--- src/rtl/rdwr_ram.sv ---
// Generic single-port-write, single-port-read RAM with registered read data.
module rdwr_ram #(
    parameter int WIDTH = 8,
    parameter int DEPTH = 16
) (
    input  logic                     i_clk,
    input  logic                     i_we,
    input  logic [$clog2(DEPTH)-1:0] i_waddr,
    input  logic [WIDTH-1:0]         i_wdata,
    input  logic [$clog2(DEPTH)-1:0] i_raddr,
    output logic [WIDTH-1:0]         o_rdata
);

    logic [WIDTH-1:0] r_mem [DEPTH];
    logic [WIDTH-1:0] r_rdata;

    // Write port and registered read port
    always_ff @(posedge i_clk) begin
        if (i_we) begin
            r_mem[i_waddr] <= i_wdata;
        end
        r_rdata <= r_mem[i_raddr];
    end

    assign o_rdata = r_rdata;

endmodule

--- config.mk ---
export PLATFORM = sky130hd
export DESIGN_NAME = rdwr_ram
export DESIGN_NICKNAME = d
export VERILOG_FILES = /design/src/rtl/rdwr_ram.sv
export SDC_FILE = /design/constraint.sdc
export NUM_CORES = 1
export LEC_CHECK = 0
export ABC_AREA = 1
export BUFFER_PORTS_ARGS = -buffer_cell sky130_fd_sc_hd__clkbuf_2
export CAP_MARGIN = 30
export CORE_MARGIN = 4
export CORE_UTILIZATION = 61
export DETAILED_ROUTE_END_ITERATION = 16
export PLACE_DENSITY_LB_ADDON = 0.08
export SLEW_MARGIN = 25
export SYNTH_ARGS = -nofsm -noshare
export SYNTH_HDL_FRONTEND = slang
export SYNTH_SLANG_ARGS = --single-unit
--- constraint.sdc ---
create_clock -name i_clk -period 1.6 [get_ports i_clk]
set_input_delay 0.24 -clock i_clk [delete_from_list [all_inputs] [get_ports i_clk]]
set_output_delay 0.24 -clock i_clk [all_outputs]
set_load 0.05 [all_outputs]
### After elaboration in Yosys (flattened, before gate mapping)

Memory sizes are Yosys's and may differ from the RTL's. A register that Yosys moved wholly into a read port is not among the register bits.
Cells that the tools add are included.

* bits in registers: 0
* bits in writable memories: 128
* input bits: 18
* output and inout port bits: 8
* word-level logic and storage cells: 3
* memories: 1

Memory list
* r_mem: words 16, width 8, read ports 1, clocked after Yosys merged registers in 1, write ports 1, RTL line 14 `logic [WIDTH-1:0] r_mem [DEPTH];`

* multiplexer cells: 2

Operators by type and width (count)
* $mux W1: 2

### Longest topological paths before layout

* depth in word-level cells: 2
* mapped depth: 8
* gate-level depth less buffers: 7

### Worst setup path after synthesis

OpenSTA, ideal clock, no wires.

* path kind: input-to-reg
* start point: input port i_waddr[2]
* end point: memory r_mem[10][0], enable pin
* library setup time: 370 ps
* arrival time: 821 ps
* required time: 1230 ps
* path slack: 409 ps
* stages on the path: 2
* path buffers: 0
* cell sequence: nand3b_1 nor2_1

RTL lines
* from (decl): RTL line 8 `input logic [$clog2(DEPTH)-1:0] i_waddr,`
* to (decl): RTL line 14

Straight into the memory's write port.

### Worst setup path after layout

* start point: register r_rdata[5] (netlist: o_rdata[5]) (read register of r_mem)
* end point: output port o_rdata[5]

RTL lines
* from (decl): RTL line 15 `logic [WIDTH-1:0] r_rdata;`
* to (decl): RTL line 11 `output logic [WIDTH-1:0] o_rdata`

No word-level cell between the ends.

==> flow_metrics.tcl <==
set metrics [dict create \
    synth_seq_cells 136 \
    finalSetupTns_ns 0 \
    ctsResizeCount 0 \
    clkSinkCount 136 \
    slew_viol_final 0 \
    htreeDepth 4 \
    post-synth-top-area-cell "edfxtp_1" \
    cellPowerDensity_nw_per_um2 1270 \
    timing.setup.critical_path_class "flop to output port" \
    skew_ns 0.00461 \
    synth_most_common_cell "nand2_1" \
    wl_met2_um 6300 \
    routed_wl_um 12600 \
    core_area_um2 9240 \
    setup-violations-final 0 \
    drv.max_cap_violation_count 0 \
    run_status "finished, final reports clean" \
    tritoncts_clock_tree "built" \
    cp.arrival_ns 1.12 \
    vias_per_cell 5.24 \
    ys_async_sr_fraction_pct 0 \
    hold_path.class "input pin to flop" \
    ant_nets 0 \
    global_route_wire_length_before_repair_um 19500 \
    top_achievable_clock_speed_mhz 737 \
    place.gp.congestion 0.819 \
    first_global_vias 3664 \
    path_cells "clkbuf_2" \
    wire_per_inst_um 17.0 \
    slowest_stage "dfxtp_1" \
    met1_length_um 5250 \
    initial_core_util_pct 62.4 \
    syn-mean-instance-area_um2 10.5 \
    syn2layout_area_growth_pct 16.6 \
    detailed_place_hpwl_um 7530 \
    io_buffer_count 25 \
    track_usage_pct 23.9 \
    netlist_instances 551 \
    clock_tree.root_cell "clkbuf_8" \
    cts-root-to-sink-buffers 2 \
    holdBufCountCts 0 \
    worstSkewPairLatency_ns 0.52 \
    drc 0 \
    cts_setup_buffers 0 \
    grt_max_degree 41 \
    finalPower_mw 8.53 \
    final_period_minus_worst_setup_slack_ns 1.36 \
    finalCritPeriodShare_pct 84.8 \
    detailedRoute.firstIterationViolations 305 \
    worst_slew_margin_rel_pct 72.6 \
    post_route_cells_drive_above_1_share_pct 13.9 \
    synthFlopType "edfxtp_1" \
    worst_setup_path_end_kind "output port" \
    synth_top_area_share_pct 66.7 \
    io-pin-count 26 \
    worst_slew_pin_slew_ns 0.411 \
    post_place_setup_slack_ns 0.240 \
    antenna_cells 0 \
    post-route-worst-setup-slack_ns 0.244 \
    die_h_um 105 \
    crit_required_ns 1.36 \
    antenna_violations_before_repair 0 \
    synth_sequential_area_ratio_pct 69.4 \
    netlist-cell-type-count 12 \
    cp.buffers_inverters 1 \
    fp-row-count 35 \
    cp_top_family "flip-flops" \
    netlist_top_cells_count "173 x nand2_1, 128 x edfxtp_1, 100 x inv_1" \
    number_of_enable_type_register_cells_in_the_synthesized_netlist 128 \
    whs_ns 0.131 \
    crit_path_max_incr_delay_ns 0.32 \
    total_via_count_after_detailed_routing 3871 \
    placed_cells 707 \
    synth_fp_nets 569 \
    unrepaired_setup_endpoints_after_global_routing "no" \
    drtPass1Iterations 5 \
    cts-buffers-inserted 17 \
    power.static_leakage_nw 2.95 \
    crit_path_start_kind "flop" \
    peakVddDrop_mv 0.756 \
    yosys_warnings 0 \
    die_area_um2 11100 \
    syn_area_um2 5770 \
    fp.dieW_um 105 \
    crit_fanout 1 \
    finalHoldViolations 0 \
    clkTransAtPathRegs_ns 0.06 \
    overflow 0 \
    total_number_of_nets_in_the_final_design 615 \
    synth_top_cells_by_area "edfxtp_1 67%, nand2_1 11%, nand3_1 8.4%, inv_1 6.5%, dfxtp_1 2.8%" \
    dr_wl_met3_um 800 \
    ff2ff_setup_slack_ns 0.55 \
    number_of_standard_cells_in_the_layout_taps_in_and_fillers_out 739 \
    routed.top_layer "met4" \
]
-- state kept, by name, indices dropped and copies added, names as in the netlist --
signal	flops
o_rdata	8
r_mem	128
-- metrics by stage --
| step | cell area [um2] | utilization (%) |
|---|---|---|
| 4_1_cts | 6730 | 72.8 |
| 3_3_place_gp | 6120 | 66.2 |
| 5_1_grt | 6730 | 72.8 |
| 3_5_place_dp | 6120 | 66.2 |
| 6_report | 6730 | 72.8 |
| 2_1_floorplan | 5770 | - |
-- layer usage --
layer,vias up,track usage [%]
li1,1867,-
met5,-,0
met3,20,5.08
met1,1840,32.0
met4,0,8.53
met2,144,39.1
-- layout make-up --
cell class | count | area (um2)
clock inverters | 15 | 191
well taps | 129 | 161
multi-input cells | 289 | 1210
fillers | 644 | 2510
flip-flops and latches | 136 | 4000
repair buffers | 51 | 358
clock buffers | 17 | 414
inverters | 102 | 383
-- cell families (layout without fill, tap and decap cells) --
family	Yosys count	after routing	synth area share, %
AND/OR/NAND/NOR	289	289	21.0
flip-flops	136	136	69.4
buffers and inverters	126	185	9.52
-- worst paths after layout --
path                     start         end  cells past startpoint
hold reg to reg   r_mem[14][4]  o_rdata[4]                      6
setup / recovery    o_rdata[5]  o_rdata[5]                      1
hold / removal      i_raddr[3]  o_rdata[6]                      3
setup reg to reg   r_mem[3][6]  o_rdata[6]                      6
-- power breakdown --
part	switching (mW)	internal, mW	total [mW]
Sequential	0.0212	3.98	4.00
Combinational	0.414	0.155	0.569
Clock	1.55	2.41	3.96
-- cells in the final DEF (no fill, tap or decap) --
master and instances:
inv_8 1, bufinv_16 3, clkbuf_8 1, nand3b_1 2, buf_4 23, inv_6 5, buf_12 3, clkbuf_2 25
nor2_1 17, clkbuf_16 16, nand2_1 173, clkinvlp_4 5, dfxtp_1 8, inv_2 2, clkinv_4 1, nand3_1 97
inv_1 100, edfxtp_1 128
Note: power is estimated with default switching activity, not from simulation.
