==> src/rtl/rdwr_pkg.sv <==
// Shared types, constants and codes for the random draw without replacement block.
package rdwr_pkg;

    // Pool geometry
    localparam int POOL_DEPTH = 1024;
    localparam int NUM_W      = 11;
    localparam int ADDR_W     = $clog2(POOL_DEPTH);
    localparam int RND_W      = 32;
    localparam int STEP_W     = $clog2(RND_W);

    // Pool depth as a count value
    localparam logic [NUM_W-1:0] DEPTH_CNT = NUM_W'(POOL_DEPTH);

    // Reset value of the pool size register
    localparam logic [NUM_W-1:0] POOL_SIZE_RST = NUM_W'(1024);

    // Command codes
    localparam logic CMD_RESTART = 1'b0;
    localparam logic CMD_DRAW    = 1'b1;

    // Result status codes
    typedef enum logic [1:0] {
        ST_DRAWN   = 2'd0,
        ST_EMPTY   = 2'd1,
        ST_RESTART = 2'd2
    } t_status;

    // Sequencer states
    typedef enum logic [2:0] {
        S_IDLE,
        S_FILL,
        S_DIV,
        S_RD_SEL,
        S_RD_LAST,
        S_WRITE
    } t_state;

endpackage

==> src/rtl/rdwr_divider.sv <==
// Restoring divider, one quotient bit a cycle, that returns the remainder only.
module rdwr_divider (
    input  logic                          i_clk,
    input  logic                          i_rst_n,
    input  logic                          i_start,
    input  logic [rdwr_pkg::RND_W-1:0]    i_dividend,
    input  logic [rdwr_pkg::NUM_W-1:0]    i_divisor,
    output logic                          o_done,
    output logic [rdwr_pkg::NUM_W-1:0]    o_remainder
);

    logic                          r_busy;
    logic                          r_done;
    logic [rdwr_pkg::STEP_W-1:0]   r_step;
    logic [rdwr_pkg::RND_W-1:0]    r_dvd;
    logic [rdwr_pkg::NUM_W-1:0]    r_dvs;
    logic [rdwr_pkg::NUM_W-1:0]    r_rem;
    logic [rdwr_pkg::NUM_W:0]      trial;
    logic [rdwr_pkg::NUM_W-1:0]    n_rem;

    // Shift in the next dividend bit and subtract when it fits
    always_comb begin
        trial = {r_rem, r_dvd[rdwr_pkg::RND_W-1]};
        if (trial >= {1'b0, r_dvs}) begin
            n_rem = rdwr_pkg::NUM_W'(trial - {1'b0, r_dvs});
        end else begin
            n_rem = trial[rdwr_pkg::NUM_W-1:0];
        end
    end

    // Control: run one step per cycle, pulse done after the last
    always_ff @(posedge i_clk) begin
        if (!i_rst_n) begin
            r_busy <= 1'b0;
            r_done <= 1'b0;
            r_step <= '0;
        end else begin
            r_done <= 1'b0;
            if (i_start) begin
                r_busy <= 1'b1;
                r_step <= '0;
            end else if (r_busy) begin
                r_step <= r_step + 1'b1;
                if (r_step == rdwr_pkg::STEP_W'(rdwr_pkg::RND_W - 1)) begin
                    r_busy <= 1'b0;
                    r_done <= 1'b1;
                end
            end
        end
    end

    // Datapath
    always_ff @(posedge i_clk) begin
        if (i_start) begin
            r_dvd <= i_dividend;
            r_dvs <= i_divisor;
            r_rem <= '0;
        end else if (r_busy) begin
            r_dvd <= {r_dvd[rdwr_pkg::RND_W-2:0], 1'b0};
            r_rem <= n_rem;
        end
    end

    assign o_done      = r_done;
    assign o_remainder = r_rem;

endmodule

==> config.mk <==
export PLATFORM = sky130hd
export DESIGN_NAME = rdwr_divider
export DESIGN_NICKNAME = d
export VERILOG_FILES = /design/src/rtl/rdwr_pkg.sv /design/src/rtl/rdwr_divider.sv
export SDC_FILE = /design/constraint.sdc
export NUM_CORES = 1
export LEC_CHECK = 0
export ABC_AREA = 0
export ABC_CLOCK_PERIOD_IN_PS = 3400
export BUFFER_PORTS_ARGS = -buffer_cell sky130_fd_sc_hd__buf_4
export CAP_MARGIN = 25
export CORE_AREA = 4 4 90 109
export CTS_CLUSTER_DIAMETER = 40
export CTS_CLUSTER_SIZE = 10
export DETAILED_ROUTE_END_ITERATION = 12
export DIE_AREA = 0 0 94 113
export PLACE_DENSITY_LB_ADDON = 0.05
export SETUP_SLACK_MARGIN = 0.4
export SLEW_MARGIN = 30
export SYNTH_ARGS = -nofsm -noshare
export SYNTH_HDL_FRONTEND = slang
export SYNTH_SLANG_ARGS = --single-unit
==> constraint.sdc <==
create_clock -name i_clk -period 3.4 [get_ports i_clk]
set_input_delay 0.51 -clock i_clk [delete_from_list [all_inputs] [get_ports i_clk]]
set_output_delay 0.51 -clock i_clk [all_outputs]
set_load 0.1 [all_outputs]
==> After elaboration in Yosys (flattened, before gate mapping) <==
Index checks and enable logic that the tools add are counted.
{ "word_totals": {"regBits": 61, "inputBits": 46, "output_inout_bits": 12, "word_cells": 22} }
{ "classes": {"addsub": 2, "magnitude_cmp": 1, "n_eq_ne": 1, "muxes": 7, "bitwise_logic": 2, "reduce_logical": 3} }
{ "op_table": {"columns": ["op", "count"], "rows": [
  ["2-to-1 mux 32 bit", 2],
  ["greater-or-equal comparator 12 x 11 -> 1 bit", 1],
  ["2-to-1 mux 11 bit", 1],
  ["subtractor 11 bit", 1],
  ["adder 5 x 1 -> 5 bit (second input constant)", 1],
  ["equality test 5 bit (second input constant)", 1],
  ["2-to-1 mux 1 bit", 4],
  ["OR reduction 3 bit", 1],
  ["NOT 1 bit", 2],
  ["nonzero test 2 bit", 1],
  ["OR reduction 2 bit", 1]
]} }

==> Longest topological paths before layout <==
Gate-level depths: netlist of the first run.
{ "depth": {"word_depth": 4, "mapped_depth": 10, "mapped_depth_nobuf": 9} }

==> Worst setup path before layout of the first run <==
No wires, ideal clock.
{ "synth_path": {"kind": "register -> register", "start": "reg r_rem (netlist bit o_remainder[0])", "end": "reg r_rem (netlist bit o_remainder[6])", "setup_time_ns": 0.088, "arrival_ns": 3.160, "required_ns": 3.312, "slack_ns": 0.152, "stages_incl_launch_ff": 10, "path_buffers": 1, "synth_period_minus_slack_ns": 3.248, "cell_sequence": "dfxtp_1 -> inv_1 -> fa_1 -> nand2b_2 -> o2bb2ai_2 -> a211o_1 -> and2_1 -> buf_6 -> or3b_1 -> a311oi_2"} }
{ "synth_via": {"elab_chain_len": 2, "word_cells_on_any_way": 3, "classes_between": "1 x add/sub; 1 x order compare; 1 x mux"} }
{ "synth_rtl": {"columns": ["element", "line_no", "rtl"], "rows": [
  ["from (decl)", "rdwr_divider.sv:17", "logic [rdwr_pkg::NUM_W-1:0] r_rem;"],
  ["from (signal assigned)", "rdwr_divider.sv:60", "r_rem <= n_rem;"],
  ["subtractor 11 bit / greater-or-equal comparator 12 x 11 -> 1 bit (equally long branches)", "rdwr_divider.sv:25, rdwr_divider.sv:24", null],
  ["2-to-1 mux 11 bit *", "rdwr_divider.sv:24", "if (trial >= {1'b0, r_dvs}) begin"]
]} }
Mark *: on every way between the ends. The rest lies on a longest branch, timed or not.
A chain may end at the register's enable or synchronous reset.

==> Worst setup path after layout of the first run <==
{ "layout_path": {"start": "reg r_dvd[31] in the netlist's numbering", "end": "reg r_rem (netlist bit o_remainder[6])"} }
{ "layout_via": {"elab_chain_len": 2, "word_cells_on_any_way": 3, "classes_between": "1 x add/sub; 1 x order compare; 1 x mux"} }
{ "layout_rtl": {"columns": ["element", "line_no", "rtl"], "rows": [
  ["from (decl)", "rdwr_divider.sv:15", "logic [rdwr_pkg::RND_W-1:0] r_dvd;"],
  ["from (signal assigned)", "rdwr_divider.sv:55", "r_dvd <= i_dividend;"],
  ["from (signal assigned)", "rdwr_divider.sv:59", "r_dvd <= {r_dvd[rdwr_pkg::RND_W-2:0], 1'b0};"],
  ["subtractor 11 bit / greater-or-equal comparator 12 x 11 -> 1 bit (equally long branches)", "rdwr_divider.sv:25, rdwr_divider.sv:24", null],
  ["2-to-1 mux 11 bit *", "rdwr_divider.sv:24", null]
]} }
Marked as above.

==> results of run 1 <==
[routing by layer]
metal	vias to the layer above	routed length [um]	global-route usage, %
li1	1031	-	-
met5	-	0	0
met4	0	144	7.514
met3	13	395	4.721
met1	943	2674	15.69
met2	53	2989	18.85
[critical path: stages (launching register included)]
cell and delay, ps:
edfxtp_1 350, inv_1 50, ha_1 210, fa_1 410
nand2b_2 210, o2bb2ai_2 140, a211o_1 360, and2_1 270
or3b_1 420, a311oi_2 230
[logic make-up (layout without fill, tap and decap cells)]
family | count (synthesis) | after routing | share of synthesized area [%]
DFF | 61 | 61 | 55.21
and+or+nand+nor | 55 | 55 | 9.034
AOI/OAI and AO/OA | 49 | 49 | 11.17
muxes | 36 | 36 | 13.43
buffers and inverters | 22 | 91 | 3.011
adders and majority gates | 14 | 14 | 6.106
xor gates and xnor gates | 7 | 7 | 2.049
[cells in the mapped netlist, drive strengths merged, types with 2 or more instances]
master / count / area share, %
xnor2: 4 / 1.2
inv: 16 / 2.0
dfxtp: 18 / 12
nand4: 3 / 0.63
or3: 2 / 0.42
nand2b: 4 / 0.92
o21a: 5 / 1.3
a22o: 3 / 0.88
a21o: 2 / 0.50
a21oi: 12 / 2.0
ha: 13 / 5.4
edfxtp: 43 / 43
nor2: 19 / 2.4
o21ai: 14 / 2.3
nand2: 13 / 1.6
xor2: 3 / 0.88
mux2: 33 / 12
nor3: 4 / 0.84
and3: 3 / 0.63
mux2i: 3 / 1.0
a211oi: 2 / 0.50
nor2b: 2 / 0.42
clkbuf: 5 / 0.63
and2: 2 / 0.42
[flip-flops by register name, indices dropped and copies added (netlist names)]
name / flops
o_done: 1
r_step: 5
r_busy: 1
r_dvs: 11
r_dvd: 32
o_remainder: 11
[cell type report]
class	count	area, um^2
clock buffer	9	123.9
inverter	16	60.06
fill	892	5111
tap	120	150.1
clock inverter	7	52.55
timing repair buffer	59	442.9
multi-input combinational	161	1250
sequential	61	1653
[worst paths after layout]
path,from,endpoint,cells past startpoint
hold reg to reg,o_remainder[2]$_SDFFE_PP0P_,o_remainder[2]$_SDFFE_PP0P_,2
setup / recovery,r_dvd[31]$_DFFE_PP_,o_remainder[6]$_SDFFE_PP0P_,9
setup reg to reg,r_dvd[31]$_DFFE_PP_,o_remainder[6]$_SDFFE_PP0P_,9
hold / removal,i_divisor[3],r_dvs[3]$_DFFE_PP_,1
[where the power goes]
part	total (mW)	internal [mW]	switching [mW]	leakage [nW]
registers	0.886	0.864	0.0221	0.576
clock network	0.576	0.265	0.311	0.0774
logic	0.265	0.122	0.143	0.873
total	1.73	1.25	0.476	1.53
[through the flow]
stage          utilization [%]  power, mW
2_1_floorplan                -      1.079
3_3_place_gp             40.21      1.172
3_5_place_dp             40.21      1.171
4_1_cts                  42.20      1.760
5_1_grt                  42.20      1.828
6_report                 42.20      1.727
==> results.toml, run 1 <==
[sta]
hold_ws_ps = 344.5
max_slew.worst_pin.slew_ps = 626.8
fmax_ghz = 0.3674
setup_viol = 0
setup_slack_ps = 678.3
finalMaxSlewViolations = 0
fin_crit_sh_pct = 80.05
tns_ps = 0
clock_skew_ps = 7.357
grt_setup_unrepaired = "no"
slew_headroom_pct = 58.22
finalCriticalPeriod_ps = 2722
hold_viol_final = 0

[logic_synthesis]
synth-seq-area-share_pct = 55.21
synthCells = 244
avgSynthCellArea_um2 = 12.26
ys_ff_latch = 61
ys.flop_type = "edfxtp_1"
async_flop_share_pct = 0
syn_nets = 304
syn-cell-area_mm2 = 0.002992
ys_types = 42
ys_warn_count = 0
synth_edf_count = 43

[finish]
nNetsFinal = 368
final_common_cell = "buf_4"
syn_to_final_growth_pct = 24.76
final_cell_mix = "buf_4 (59), edfxtp_1 (43), mux2_2 (33), nor2_1 (19), dfxtp_1 (17)"
design_area_mm2 = 0.003732
antennaDiodeCount = 0
fin_cells = 433
final_layout_size_suffix_gt1_share_pct = 36.42

[drt]
final_antenna_net_count = 0
drtPass1Iterations = 4
initialDrtViolationCount = 64
wl_per_cell_um = 14.33
drc = 0
vias_per_cell = 4.711
wirelength_um = 6204
num_vias = 2040

[clock_network]
cts_tree = "built"
postCtsSetupRepairBufs = 0
path_clk_slew_ps = 80
ctsResizeCount = 0
cts_sinks = 61
cts_root_buffer = "clkbuf_8"
h-tree-depth = 3
clock_latency_ps = 340
cts_made_buffers = 9
holdBufCountCts = 0
clockBufferDepth = 2

[critical_path]
crit_path_max_fanout = 8
cp-start-kind = "register"
required_ps = 3660
r2r_setup_slack_ps = 680
worstPathArrival_ps = 2980
crit_type = "register to register"
worstSetupEndpointType = "register"

[grt]
grt_pass1_wl_um = 10290
grtUsageTotal_pct = 12.71
grt_pass1_vias = 2153
grt-ovfl-total = 0
grt_antenna_before_repair = 0
grt_max_degree = 51

[die]
io_pins = 58
dieArea_mm2 = 0.01062
die_x_um = 94
start_util_pct = 33.83
rows = 38
die_y_um = 113
coreArea_mm2 = 0.008843

[placed_design]
post-place-cells = 417
gp_congestion = 0.8485
dp_slack_ps = 675.0
dp_hpwl_um = 4432
placed_cell_area_mm2 = 0.003556
io_buffer_count = 57

[run]
cap_viol_max_count = 0

[power_and_ir_drop]
p_leak_nw = 1.527
p_per_area_mw_per_mm2 = 462.6
ir_worst_vdd_uv = 213.2

[worst_hold_path]
hp-class = "input port to register"

[status]
outcome = "finished clean"
Power figures use the tool's default switching activity.
==> inputs of run 2 (changes only) <==
--- a/config.mk
+++ b/config.mk
@@ -6,7 +6,7 @@
 export NUM_CORES = 1
 export LEC_CHECK = 0
 export ABC_AREA = 0
-export ABC_CLOCK_PERIOD_IN_PS = 3400
+export ABC_CLOCK_PERIOD_IN_PS = 2300
 export BUFFER_PORTS_ARGS = -buffer_cell sky130_fd_sc_hd__buf_4
 export CAP_MARGIN = 25
 export CORE_AREA = 4 4 90 109
==> constraint.sdc (replaced) <==
create_clock -name i_clk -period 2.3 [get_ports i_clk]
set_input_delay 0.345 -clock i_clk [delete_from_list [all_inputs] [get_ports i_clk]]
set_output_delay 0.345 -clock i_clk [all_outputs]
set_load 0.1 [all_outputs]
==> results.toml, run 2 (synthesis gave the netlist of run 1 again) <==
[status]
outcome = "complete, but fails checks"
violations = "negative setup slack"

[die]
rows = 38
coreArea_mm2 = 0.008843
io_pins = 58
dieArea_mm2 = 0.01062
start_util_pct = 33.83
die_y_um = 113
die_x_um = 94

[run]
cap_viol_max_count = 0

[drt]
num_vias = 2137
wl_per_cell_um = 14.69
drc = 0
vias_per_cell = 4.728
final_antenna_net_count = 0
drtPass1Iterations = 4
initialDrtViolationCount = 66
wirelength_um = 6640

[worst_hold_path]
min_to = "r_dvs[6]$_DFFE_PP_"
hp-class = "input port to register"
hp-start = "i_divisor[6]"
holdPathStages = 1

[critical_path]
critical_path.top_delay_family = "compound AO/OA/AOI/OAI gates"
crit_path_max_fanout = 6
cp-start-kind = "register"
cp_slowest_cell = "edfxtp_1"
reg2regPathDepth = 10
cp_cell_sequence = "ha_2 > fa_2 > nand2b_4 > o2bb2ai_2 > a211o_1 > and2_4 > buf_4 > buf_6 > a32o_1 > a21o_1"
worstSetupEndpointType = "register"
crit_path_max_incr_delay_ps = 370
required_ps = 2540
regToRegStartpoint = "r_dvs[0]$_DFFE_PP_"
reg2reg_to = "o_remainder[5]$_SDFFE_PP0P_"
crit_type = "register to register"
worstPathArrival_ps = 2600
path_buf_inv = 2
r2r_setup_slack_ps = -60

[finish]
regMostFlops = "r_dvd"
nNetsFinal = 387
final_common_cell = "buf_4"
final_cell_mix = "buf_4 (76), edfxtp_1 (43), mux2_2 (33), nor2_1 (19), inv_1 (15)"
syn_to_final_growth_pct = 31.53
final_layout_size_suffix_gt1_share_pct = 45.48
largest_reg_flops = 32
antennaDiodeCount = 0

[grt]
grt_pass1_wl_um = 11190
grt-ovfl-total = 0
grt_antenna_before_repair = 0
grt_pass1_vias = 2265
grt_max_degree = 33
grtUsageTotal_pct = 13.88

[placed_design]
dp_hpwl_um = 4871
dp_slack_ps = -137.0
gp_congestion = 0.8321
io_buffer_count = 57

[power_and_ir_drop]
power_mw = 2.547
p_per_area_mw_per_mm2 = 647.4
p_leak_nw = 1.636
ir_worst_vdd_uv = 378.3

[sta]
fin_crit_sh_pct = 102.7
hold_ws_ps = 177.3
grt_setup_unrepaired = "yes"
finalCriticalPeriod_ps = 2362
setup_slack_ps = -61.96
setup_viol = 5
fmax_ghz = 0.4234
slew_headroom_pct = 65.89
max_slew.worst_pin.slew_ps = 509.7
hold_viol_final = 0
clock_skew_ps = 5.991
finalMaxSlewViolations = 0

[clock_network]
h-tree-depth = 3
clock_latency_ps = 340
cts_made_buffers = 9
clockBufferDepth = 2
cts_sinks = 61
cts_tree = "built"
cts_root_buffer = "clkbuf_8"
path_clk_slew_ps = 70
==> run 2: cell types whose count changed in the layout (fill, tap and decap cells not counted), moves of 4 or more <==
cell | previous run | this run
a21oi_1 | 12 | 8
a21oi_2 | 0 | 4
buf_4 | 59 | 76
clkbuf_1 | 0 | 4
clkinvlp_4 | 4 | 0
dfxtp_1 | 17 | 7
dfxtp_2 | 1 | 6
dfxtp_4 | 0 | 5
o21ai_0 | 14 | 10
o21ai_1 | 0 | 4
==> run 2: area by class of cell <==
type                            count  area [um^2]
Fill cell                         880         4908
Sequential cell                    61         1678
Multi-Input combinational cell    161         1300
Timing Repair Buffer               78        593.1
Tap cell                          120        150.1
Clock buffer                       13        138.9
Inverter                           16        60.06
Clock inverter                      3        15.01
==> run 2: routing by layer <==
| layer | track usage [%] | part of all wire (%) | up-vias | wire [um] |
|---|---|---|---|---|
| li1 | - | - | 1072 | - |
| met1 | 15.86 | 41 | 1005 | 2721 |
| met2 | 22.60 | 51 | 53 | 3385 |
| met3 | 6.051 | 6.7 | 7 | 447 |
| met4 | 5.684 | 1.3 | 0 | 86 |
| met5 | 0 | 0 | - | 0 |
==> run 2: worst max path at each step <==
stage | slack (ps) | end | startpoint | cells after the start
2_1_floorplan | -230 | o_remainder[6]$_SDFFE_PP0P_ | o_remainder[0]$_SDFFE_PP0P_ | 9
3_3_place_gp | -110 | o_remainder[6]$_SDFFE_PP0P_ | r_dvd[31]$_DFFE_PP_ | 9
3_5_place_dp | -140 | o_remainder[6]$_SDFFE_PP0P_ | r_dvd[31]$_DFFE_PP_ | 9
4_1_cts | -90 | o_remainder[6]$_SDFFE_PP0P_ | r_dvs[0]$_DFFE_PP_ | 8
5_1_grt | -150 | o_remainder[6]$_SDFFE_PP0P_ | r_dvs[0]$_DFFE_PP_ | 8
6_report | -60 | o_remainder[5]$_SDFFE_PP0P_ | r_dvs[0]$_DFFE_PP_ | 10
==> run 2: through the flow <==
| step | instance area, um^2 | cells | util, % | setup TNS [ps] |
|---|---|---|---|---|
| 3_5_place_dp | 3689 | 430 | 41.71 | -404.0 |
| 3_3_place_gp | 3689 | 430 | 41.71 | -233.2 |
| 2_1_floorplan | 3028 | 244 | - | -480.3 |
| 5_1_grt | 3935 | 452 | 44.50 | -937.6 |
| 4_1_cts | 3900 | 451 | 44.10 | -277.1 |
| 6_report | 3935 | 452 | 44.50 | -187.2 |
==> run 2: repair_timing <==
| action | 4_1_cts | 5_1_grt |
|---|---|---|
| pin swaps | 7 | 4 |
| setup endpoints to repair | 11 | 11 |
| hold buffers | 0 | 0 |
| endpoints found under the hold margin | 0 | 0 |
| resized for setup | 6 | 10 |
| buffers inserted | 5 | 1 |
==> run 2: report_power, final <==
group	total, mW	switching, mW	internal (mW)
Clock	0.797	0.410	0.387
Combinational	0.445	0.230	0.215
Sequential	1.31	0.0302	1.28
Total	2.55	0.670	1.88
==> inputs of run 3 (changes only) <==
--- a/config.mk
+++ b/config.mk
@@ -9,11 +9,11 @@
 export ABC_CLOCK_PERIOD_IN_PS = 2300
 export BUFFER_PORTS_ARGS = -buffer_cell sky130_fd_sc_hd__buf_4
 export CAP_MARGIN = 25
-export CORE_AREA = 4 4 90 109
+export CORE_AREA = 10 10 96 115
 export CTS_CLUSTER_DIAMETER = 40
 export CTS_CLUSTER_SIZE = 10
 export DETAILED_ROUTE_END_ITERATION = 12
-export DIE_AREA = 0 0 94 113
+export DIE_AREA = 0 0 106 125
 export PLACE_DENSITY_LB_ADDON = 0.05
 export SETUP_SLACK_MARGIN = 0.4
 export SLEW_MARGIN = 30
==> results.toml, run 3 (synthesis gave the netlist of run 1 again) <==
[finish]
final_cell_mix = "buf_4 (74), edfxtp_1 (43), mux2_2 (33), nor2_1 (19), inv_1 (14)"
design_area_mm2 = 0.004039
final_layout_size_suffix_gt1_share_pct = 48.04
nNetsFinal = 386
fin_util_pct = 45.67
final_common_cell = "buf_4"
largest_reg_flops = 32
regMostFlops = "r_dvd"
syn_to_final_growth_pct = 35.01
antennaDiodeCount = 0

[clock_network]
holdBufCountCts = 0
h-tree-depth = 3
clockBufferDepth = 2
path_clk_slew_ps = 80
cts_root_buffer = "clkbuf_8"
cts_made_buffers = 9
clock_latency_ps = 340
cts_tree = "built"
cts_sinks = 61

[die]
die_y_um = 125
start_util_pct = 33.83
rows = 38
die_x_um = 106
io_pins = 58
dieArea_mm2 = 0.01325
coreArea_mm2 = 0.008843

[critical_path]
cp-start-kind = "register"
crit_path_max_fanout = 3
r2r_setup_slack_ps = -70
worstPathArrival_ps = 2590
crit_type = "register to register"
crit_path_max_incr_delay_ps = 350
cp_cell_sequence = "inv_1 > ha_2 > fa_2 > nand2b_4 > o2bb2ai_2 > a211o_1 > buf_4 > nand2_4 > mux2_2 > a22o_1"
worstSetupEndpointType = "register"
critical_path.top_delay_family = "compound AO/OA/AOI/OAI gates"
cp_slowest_cell = "edfxtp_1"
required_ps = 2520
path_buf_inv = 2

[status]
violations = "negative setup slack"
outcome = "complete, but fails checks"

[sta]
max_slew.worst_pin.slew_ps = 535.4
grt_setup_unrepaired = "yes"
hold_viol_final = 0
slew_headroom_pct = 64.17
setup_slack_ps = -73.41
hold_ws_ps = 175.8
finalCriticalPeriod_ps = 2373
fin_crit_sh_pct = 103.2
clock_skew_ps = 15.79
setup_viol = 5
fmax_ghz = 0.4213
finalMaxSlewViolations = 0

[grt]
grtUsageTotal_pct = 11.09
grt_max_degree = 33
grt_pass1_vias = 2338
grt-ovfl-total = 0
grt_antenna_before_repair = 0
grt_pass1_wl_um = 11760

[drt]
wl_met2_um = 3473
final_antenna_net_count = 0
drtPass1Iterations = 4
initialDrtViolationCount = 62
wl_met1_um = 2880
num_vias = 2141
top_layer = "met4"
dr_wl_met3_um = 475
wirelength_um = 6970
drc = 0
wl_per_cell_um = 15.45
vias_per_cell = 4.747

[placed_design]
dp_slack_ps = -128.1
gp_congestion = 0.8396
placed_cell_area_mm2 = 0.003681
dp_hpwl_um = 5292
io_buffer_count = 57

[power_and_ir_drop]
power_mw = 2.847
p_leak_nw = 1.673
p_per_area_mw_per_mm2 = 704.8
ir_worst_vdd_uv = 392.4

[run]
cap_viol_max_count = 0

[worst_hold_path]
hp-class = "input port to register"
[run 3: worst paths after layout]
path,from,end,cells past startpoint
setup / recovery,r_dvd[31]$_DFFE_PP_,o_remainder[4]$_SDFFE_PP0P_,10
hold / removal,i_divisor[2],r_dvs[2]$_DFFE_PP_,1
setup reg to reg,r_dvd[31]$_DFFE_PP_,o_remainder[4]$_SDFFE_PP0P_,10
hold reg to reg,o_remainder[7]$_SDFFE_PP0P_,o_remainder[7]$_SDFFE_PP0P_,2
[run 3: power by group]
group | internal, mW | switching (mW) | total, mW
logic | 0.220 | 0.236 | 0.455
clock network | 0.638 | 0.447 | 1.08
registers | 1.27 | 0.0318 | 1.31
total | 2.13 | 0.714 | 2.85
[run 3: metal layers]
layer  track usage, %  up-vias
met5                0        -
met3            4.728        9
li1                 -     1067
met1            12.32     1015
met2            18.44       50
met4            4.070        0
[run 3: area by class of cell]
class / count / area, um^2
clock buffer: 10 / 137.6
tap: 120 / 150.1
clock inverter: 6 / 86.33
sequential: 61 / 1678
timing repair buffer: 77 / 589.3
fill: 885 / 4805
multi-input combinational: 161 / 1338
inverter: 16 / 60.06
[run 3: metrics by stage]
stage / TNS, ps / instances
after floorplan: -480.3 / 244
after global placement: -263.0 / 429
after detailed placement: -367.8 / 429
after CTS: -142.3 / 450
after global routing: -1137 / 451
final: -235.8 / 451
[run 3: repair_timing]
item | 4_1_cts | 5_1_grt
gates resized for setup | 19 | 5
endpoints found under the setup margin | 11 | 11
pin swaps | 15 | 4
setup buffers | 5 | 1
